[config.mk]
export PLATFORM = sky130hd
export DESIGN_NAME = tbb_minmax
export DESIGN_NICKNAME = d
export VERILOG_FILES = /design/src/rtl/core/tbb_pkg.sv /design/src/rtl/core/tbb_minmax.sv
export SDC_FILE = /design/constraint.sdc
export NUM_CORES = 2
export LEC_CHECK = 0
export ABC_CLOCK_PERIOD_IN_PS = 3900
export BUFFER_PORTS_ARGS = -buffer_cell sky130_fd_sc_hd__buf_2
export CAP_MARGIN = 20
export CORE_UTILIZATION = 50
export CTS_BUF_LIST = sky130_fd_sc_hd__clkbuf_2
export DETAILED_ROUTE_END_ITERATION = 16
export PLACE_DENSITY = 0.76
export REMOVE_ABC_BUFFERS = 1
export SETUP_SLACK_MARGIN = 0.1
export SLEW_MARGIN = 20
export SYNTH_ARGS = -nofsm -noshare
export SYNTH_HDL_FRONTEND = slang
export SYNTH_SLANG_ARGS = --single-unit
[constraint.sdc]
create_clock -name clk -period 3.9 [get_ports clk]
set_input_delay 0.39 -clock clk [delete_from_list [all_inputs] [get_ports clk]]
set_output_delay 0.39 -clock clk [all_outputs]
set_load 0.03 [all_outputs]
[src/rtl/core/tbb_pkg.sv]
// types and constants shared by the transformed box bounds unit
`timescale 1ns / 1ps
package tbb_pkg;

  localparam int COORD_W    = 32;
  localparam int COEF_W     = 16;
  localparam int FRAC_W     = 16;
  localparam int PROD_W     = COORD_W + COEF_W;
  localparam int SUM_W      = PROD_W + 2;
  localparam int MAG_W      = SUM_W - 1;
  localparam int QUO_W      = 32;
  localparam int N_AXES     = 3;
  localparam int N_ROWS     = 4;
  localparam int N_CORNERS  = 8;
  localparam int CFG_W      = 64;
  localparam int CFG_IDX_W  = 2;

  localparam int XF_STAGES  = 3;
  localparam int DIV_STAGES = QUO_W + 2;
  localparam int MM_STAGES  = 3;
  localparam int N_STAGES   = XF_STAGES + DIV_STAGES + MM_STAGES;

  localparam logic [CFG_W-1:0] ROW0_RST = 64'h0000_0000_0000_0100;
  localparam logic [CFG_W-1:0] ROW1_RST = 64'h0000_0000_0100_0000;
  localparam logic [CFG_W-1:0] ROW2_RST = 64'h0000_0100_0000_0000;
  localparam logic [CFG_W-1:0] ROW3_RST = 64'h0100_0000_0000_0000;

  localparam logic signed [COORD_W-1:0] Q_MAX = 32'sh7FFF_FFFF;
  localparam logic signed [COORD_W-1:0] Q_MIN = 32'sh8000_0000;

  typedef logic signed [COORD_W-1:0] coord_t;
  typedef logic [MAG_W-1:0] mag_t;
  typedef logic [N_ROWS-1:0][CFG_W-1:0] matrix_t;

  typedef struct packed {
    logic   box_valid;
    coord_t lo_x;
    coord_t lo_y;
    coord_t lo_z;
    coord_t hi_x;
    coord_t hi_y;
    coord_t hi_z;
  } box_in_t;

  typedef struct packed {
    logic   out_valid;
    coord_t out_lo_x;
    coord_t out_lo_y;
    coord_t out_lo_z;
    coord_t out_hi_x;
    coord_t out_hi_y;
    coord_t out_hi_z;
  } box_out_t;

endpackage

[src/rtl/core/tbb_minmax.sv]
// registered min/max tree over the eight projected corners
`timescale 1ns / 1ps
module tbb_minmax (
  input  logic                          clk,
  input  logic [tbb_pkg::MM_STAGES-1:0] en,
  input  tbb_pkg::coord_t               q [tbb_pkg::N_CORNERS][tbb_pkg::N_AXES],
  input  logic                          ok,
  output tbb_pkg::box_out_t             res
);

  tbb_pkg::coord_t mn1 [4][tbb_pkg::N_AXES];
  tbb_pkg::coord_t mx1 [4][tbb_pkg::N_AXES];
  tbb_pkg::coord_t mn2 [2][tbb_pkg::N_AXES];
  tbb_pkg::coord_t mx2 [2][tbb_pkg::N_AXES];
  tbb_pkg::coord_t mn3 [tbb_pkg::N_AXES];
  tbb_pkg::coord_t mx3 [tbb_pkg::N_AXES];

  always_ff @(posedge clk) begin
    if (en[0]) begin
      for (int i = 0; i < 4; i++) begin
        for (int a = 0; a < tbb_pkg::N_AXES; a++) begin
          mn1[i][a] <= (q[2*i+1][a] < q[2*i][a]) ? q[2*i+1][a] : q[2*i][a];
          mx1[i][a] <= (q[2*i+1][a] > q[2*i][a]) ? q[2*i+1][a] : q[2*i][a];
        end
      end
    end
  end

  always_ff @(posedge clk) begin
    if (en[1]) begin
      for (int i = 0; i < 2; i++) begin
        for (int a = 0; a < tbb_pkg::N_AXES; a++) begin
          mn2[i][a] <= (mn1[2*i+1][a] < mn1[2*i][a]) ? mn1[2*i+1][a] : mn1[2*i][a];
          mx2[i][a] <= (mx1[2*i+1][a] > mx1[2*i][a]) ? mx1[2*i+1][a] : mx1[2*i][a];
        end
      end
    end
  end

  always_comb begin
    for (int a = 0; a < tbb_pkg::N_AXES; a++) begin
      mn3[a] = ok ? ((mn2[1][a] < mn2[0][a]) ? mn2[1][a] : mn2[0][a]) : '0;
      mx3[a] = ok ? ((mx2[1][a] > mx2[0][a]) ? mx2[1][a] : mx2[0][a]) : '0;
    end
  end

  always_ff @(posedge clk) begin
    if (en[2]) begin
      res.out_valid <= ok;
      res.out_lo_x  <= mn3[0];
      res.out_lo_y  <= mn3[1];
      res.out_lo_z  <= mn3[2];
      res.out_hi_x  <= mx3[0];
      res.out_hi_y  <= mx3[1];
      res.out_hi_z  <= mx3[2];
    end
  end

endmodule

==> out/results.md, run 1 <==
| Parameter | Value | Unit |
| --- | --- | --- |
| Fraction of the mapped netlist area in adder cells | 14.3 | % |
| Biggest area consumer among synthesized cells | edfxtp_1 | - |
| Share of the synthesized area in the top cell type | 48.6 | % |
| Main combinational cell family by area after synthesis | adder cells | - |
| Post-synth EDFFs | 1345 | - |
| Worst setup slack before clock tree synthesis | -156 | ps |
| Level count of the clock H-tree | 5 | - |
| IO Pins | 966 | - |
| CTS buffer count | 371 | - |
| Clock root cell | clkbuf_2 | - |
| Most used standard cell by instance count after synthesis | edfxtp_1 | - |
| Syn Area/Cell | 11.5 | µm² |
| CTS Buffer Depth | 4 | - |
| First Err | [ERROR RSZ-0060] Max buffer count reached. | - |
| Total number of yosys warnings | 0 | - |
| Standard-cell row count | 149 | - |
| Netlist cell types | 75 | - |
| Post-CTS Setup Inserts | 5 | - |
| Die X-Extent | 410 | µm |
| Top cells by area, synth | edfxtp_1, ha_1, mux2_2 | - |
| Fraction of the mapped netlist area in simple logic gates | 9.27 | % |
| Share of async-settable or async-resettable flops after synthesis | 0 | % |
| Synthesized area | 0.0830 | mm² |
| Stage at which the run stopped | clock tree synthesis | - |
| Complex-gate fraction of the synthesized area | 9.37 | % |
| Sink count of the clock tree | 1345 | - |
| Mux cell area share after synthesis | 12.2 | % |
| Die Y | 410 | µm |
| Xor and xnor fraction of the mapped netlist area | 0.181 | % |
| Predominant post-synthesis flop cell | edfxtp_1 | - |
| Status | did not finish | - |
| Synth cell count leaders | edfxtp_1, inv_1, ha_1 | - |
| Starting density of the core | 50.3 | % |
| Sum of net half-perimeters after detailed placement | 217000 | µm |
| Post_cts resized | 3 | - |
| Number of buffer cells added on primary ports | 965 | - |
| Routability-driven placement congestion ratio | 0.998 | - |
| Synthesized instance count | 7243 | - |
| Register area share after synthesis | 48.6 | % |
| #FFs+latches synth | 1345 | - |
| Total of hold buffers inserted after clock tree synthesis | 2179 | - |
logic make-up after synthesis:
| group | count (synthesis) |
|---|---|
| AOI/OAI and AO/OA | 1275 |
| xor gates and xnor gates | 12 |
| adders and majority gates | 951 |
| buffers and inverters | 1247 |
| DFF | 1345 |
| muxes | 911 |
| and+or+nand+nor | 1502 |
through the flow:
stage,instances,utilization [%],hold slack (ps),area [µm²]
after floorplan,6966,-,489,81700
after global placement,10250,55.1,536,91000
after detailed placement,10251,55.2,546,91000
==> run 2: changes to the inputs <==
--- a/config.mk
+++ b/config.mk
@@ -8,12 +8,10 @@
 export ABC_CLOCK_PERIOD_IN_PS = 3900
 export BUFFER_PORTS_ARGS = -buffer_cell sky130_fd_sc_hd__buf_2
 export CAP_MARGIN = 20
-export CORE_UTILIZATION = 50
-export CTS_BUF_LIST = sky130_fd_sc_hd__clkbuf_2
+export CORE_UTILIZATION = 35
 export DETAILED_ROUTE_END_ITERATION = 16
-export PLACE_DENSITY = 0.76
+export PLACE_DENSITY_LB_ADDON = 0.15
 export REMOVE_ABC_BUFFERS = 1
-export SETUP_SLACK_MARGIN = 0.1
 export SLEW_MARGIN = 20
 export SYNTH_ARGS = -nofsm -noshare
 export SYNTH_HDL_FRONTEND = slang
==> out/results.md, run 2 <==
| Parameter | Value | Unit |
| --- | --- | --- |
| Remaining DRCs | 0 | - |
| Type of origin of the critical path | primary input | - |
| Overall Global Routing Usage | 24.3 | % |
| Biggest area consumer among synthesized cells | edfxtp_1 | - |
| Element type at the critical path end | flop | - |
| Share of async-settable or async-resettable flops after synthesis | 0 | % |
| Final critical delay including setup and external delays | 3850 | ps |
| Rel. slew slack | 27.9 | % |
| Hold WC Path Type | in -> reg | - |
| Largest regs | mn1: 384 flops, mx1: 384 flops, res: 193 flops | - |
| # fillers | 21664 | - |
| Final clock skew | 40.5 | ps |
| Setup_tns | 0 | ps |
| Clock transition at the registers of the reported paths | 60 | ps |
| Share of total power in sequential cells | 38.6 | % |
| Number of design-rule violations left by the first detailed-router iteration | 4777 | - |
| Final setup viols | 0 | - |
| Starting density of the core | 35.2 | % |
| #FFs+latches synth | 1345 | - |
| Wire per inst | 23.6 | µm |
| Netlist cell types | 75 | - |
| Arrival time of the worst setup path | 4390 | ps |
| Clock insertion delay at the later pin of the skew report | 830 | ps |
| Fin. Hold Viols | 0 | - |
| Static power due to leakage | 47.5 | nW |
| Share of the core filled with cells | 46.6 | % |
| MaxCap Viol Count | 0 | - |
| Hold slack | 61.7 | ps |
| Startpoint of the worst register-to-register path | mx1[3][11]$_DFFE_PP_ | - |
| Register area share after synthesis | 48.6 | % |
| Combinational share of power | 32.9 | % |
| Capture point of the worst reg-to-reg path | mx2[1][14]$_DFFE_PP_ | - |
| FF-to-FF setup slack | 170 | ps |
| Vias per cell | 5.16 | - |
| Internal power | 37.2 | mW |
| Max-slew violation total from the final report | 0 | - |
| Net count reported at finish | 11109 | - |
| Slew @ Worst Pin | 1080 | ps |
| Overall via count from detail_route | 65754 | - |
| Synthesized area | 0.0830 | mm² |
| Area of all sequential standard cells | 0.0404 | mm² |
| Non-filler cells, final | 12754 | - |
| Total number of yosys warnings | 0 | - |
| Maximum clock rate | 0.259 | GHz |
| Vias in the first global route | 64892 | - |
| Syn Area/Cell | 11.5 | µm² |
| Total placed cells including tap cells | 11247 | - |
| Grt ovf | 0 | - |
| Status | finished clean | - |
| Synth cell count leaders | edfxtp_1, inv_1, ha_1 | - |
| Number of cells on the worst reg-to-reg path | 11 | - |
| Most common cell after layout, fill and taps aside | edfxtp_1 | - |
| Crit path to | mx1[3][73]$_DFFE_PP_ | - |
| CTS Buffer Depth | 3 | - |
| Sum of net half-perimeters after detailed placement | 231000 | µm |
| Number of nets with antenna violations after routing | 0 | - |
| Fraction of layout cells with a size suffix above 1 | 23.6 | % |
| Ratio of total power to cell area | 514 | mW/mm² |
| Standard-cell row count | 178 | - |
| Area enclosed by the die boundary | 0.239 | mm² |
| Number of buffer cells added on primary ports | 965 | - |
| Post-route clock period utilization | 98.8 | % |
| Predominant post-synthesis flop cell | edfxtp_1 | - |
| Synthesized instance count | 7243 | - |
| Core Footprint | 0.236 | mm² |
| Maximum vdd drop | 0.000352 | V |
| Timing startpoint of the critical path | q[79] | - |
| Die Y | 489 | µm |
| Clock tree from TritonCTS | yes | - |
| Net Sw Power | 19.2 | mW |
| Critical path class | in -> reg | - |
| Critical-path maximum fanout | 24 | - |
| Multi-input gate area in the final layout | 0.0381 | mm² |
| Proportion of total power due to net switching | 34.1 | % |
| Share of the synthesized area in the top cell type | 48.6 | % |
| First-pass GRT wire length | 424000 | µm |
| Worst EP required | 4440 | ps |
| Commonest cells after routing, fill and taps aside | edfxtp_1, dlygate4sd3_1, inv_1 | - |
| Post-synth EDFFs | 1345 | - |
| Most used standard cell by instance count after synthesis | edfxtp_1 | - |
| IO Pins | 966 | - |
| CTS buffer count | 167 | - |
| Maximum number of pins on one net before global-route repair | 125 | - |
| Routability-driven placement congestion ratio | 0.923 | - |
| Fraction of power consumed by the clock network | 28.5 | % |
| Routed wire length | 301000 | µm |
| Level count of the clock H-tree | 4 | - |
| Clock root cell | clkbuf_16 | - |
| Antenna violations before repair | 105 | - |
| Setup repair after global routing missed its margin | false | - |
| Sink count of the clock tree | 1345 | - |
| Die X-Extent | 489 | µm |
| Area Overhead vs Synth | 32.2 | % |
| Top cells by area, synth | edfxtp_1, ha_1, mux2_2 | - |
| TritonRoute pass-1 iters | 6 | - |
run 2: cell counts after synthesis:
No cell type changed its count.
run 2: what timing repair did:
action,in CTS,in global routing
hold buffers,1110,0
pin swaps,1,3
gates resized for setup,0,16
buffers inserted,1,8
cloned,0,0
hold endpoints to repair,749,0
setup endpoints to repair,16,191
run 2: layout make-up:
| cell class | instances | share of cell area, % |
|---|---|---|
| repair buffers | 2250 | 16.3 |
| clock inverters | 107 | 1.10 |
| diodes | 81 | 0.185 |
| well taps | 3150 | 3.59 |
| inverters | 970 | 3.32 |
| multi-input cells | 4651 | 34.7 |
| flip-flops and latches | 1345 | 36.8 |
| clock buffers | 200 | 4.02 |
run 2: worst max-delay path, cell delays in order:
cell           delay, ps
dlygate4sd3_1        540
buf_2                150
ha_1                 300
nand3_1              100
or3_1                500
a211oi_1             270
o31ai_1              120
buf_4                170
o311ai_2             140
xor2_4               210
or2_1                140
buf_4                410
mux2_2               380
dlygate4sd3_1        550
run 2: worst min path at each step:
stage	cells past startpoint	startpoint	end
final	3	q[257]	mn1[2][65]$_DFFE_PP_
after global routing	3	q[342]	mn1[2][54]$_DFFE_PP_
after CTS	3	q[257]	mn1[2][65]$_DFFE_PP_
after detailed placement	1	mn1[2][92]$_DFFE_PP_	mn2[1][92]$_DFFE_PP_
after global placement	1	mn1[2][92]$_DFFE_PP_	mn2[1][92]$_DFFE_PP_
after floorplan	0	ok	res[192]$_DFFE_PP_
run 2: power by group through the flow:
| stage | logic [mW] | clock network (mW) | registers, mW |
|---|---|---|---|
| 2_1_floorplan | 9.74 | 0 | 21.6 |
| 3_3_place_gp | 16.7 | 0 | 22.1 |
| 5_1_grt | 20.2 | 16.9 | 22.0 |
| 6_report | 18.6 | 16.1 | 21.8 |
| 3_5_place_dp | 16.9 | 0 | 22.0 |
| 4_1_cts | 18.5 | 16.4 | 21.8 |
run 2: cells by family (layout without fill, tap and decap cells):
kind of cell               after synthesis  after routing  synth area share, %
and+or+nand+nor                       1502           1502                 9.27
DFF                                   1345           1345                 48.6
AOI/OAI and AO/OA                     1275           1275                 9.37
xor gates and xnor gates                12             12                0.181
buffers and inverters                 1247           3527                 5.97
muxes                                  911            911                 12.2
adders and majority gates              951            951                 14.3
other                                    0             81                    0
run 2: per-layer routing:
| metal | vias up | global-route usage [%] | wire (µm) |
|---|---|---|---|
| met4 | 46 | 10.4 | 13700 |
| met2 | 1998 | 39.1 | 137000 |
| li1 | 31136 | - | - |
| met3 | 510 | 3.98 | 17500 |
| met1 | 32064 | 32.2 | 132000 |
| met5 | - | 0 | 303 |
run 2: per-stage QoR:
stage	setup slack [ps]	total power [mW]	cell area [µm²]
3_3_place_gp	-336	38.8	92600
4_1_cts	3.55	56.8	109000
2_1_floorplan	-4190	31.3	81700
3_5_place_dp	-33.4	39.0	92700
6_report	45.9	56.5	110000
5_1_grt	5.51	59.2	110000
(Power assumes the default switching activity.)
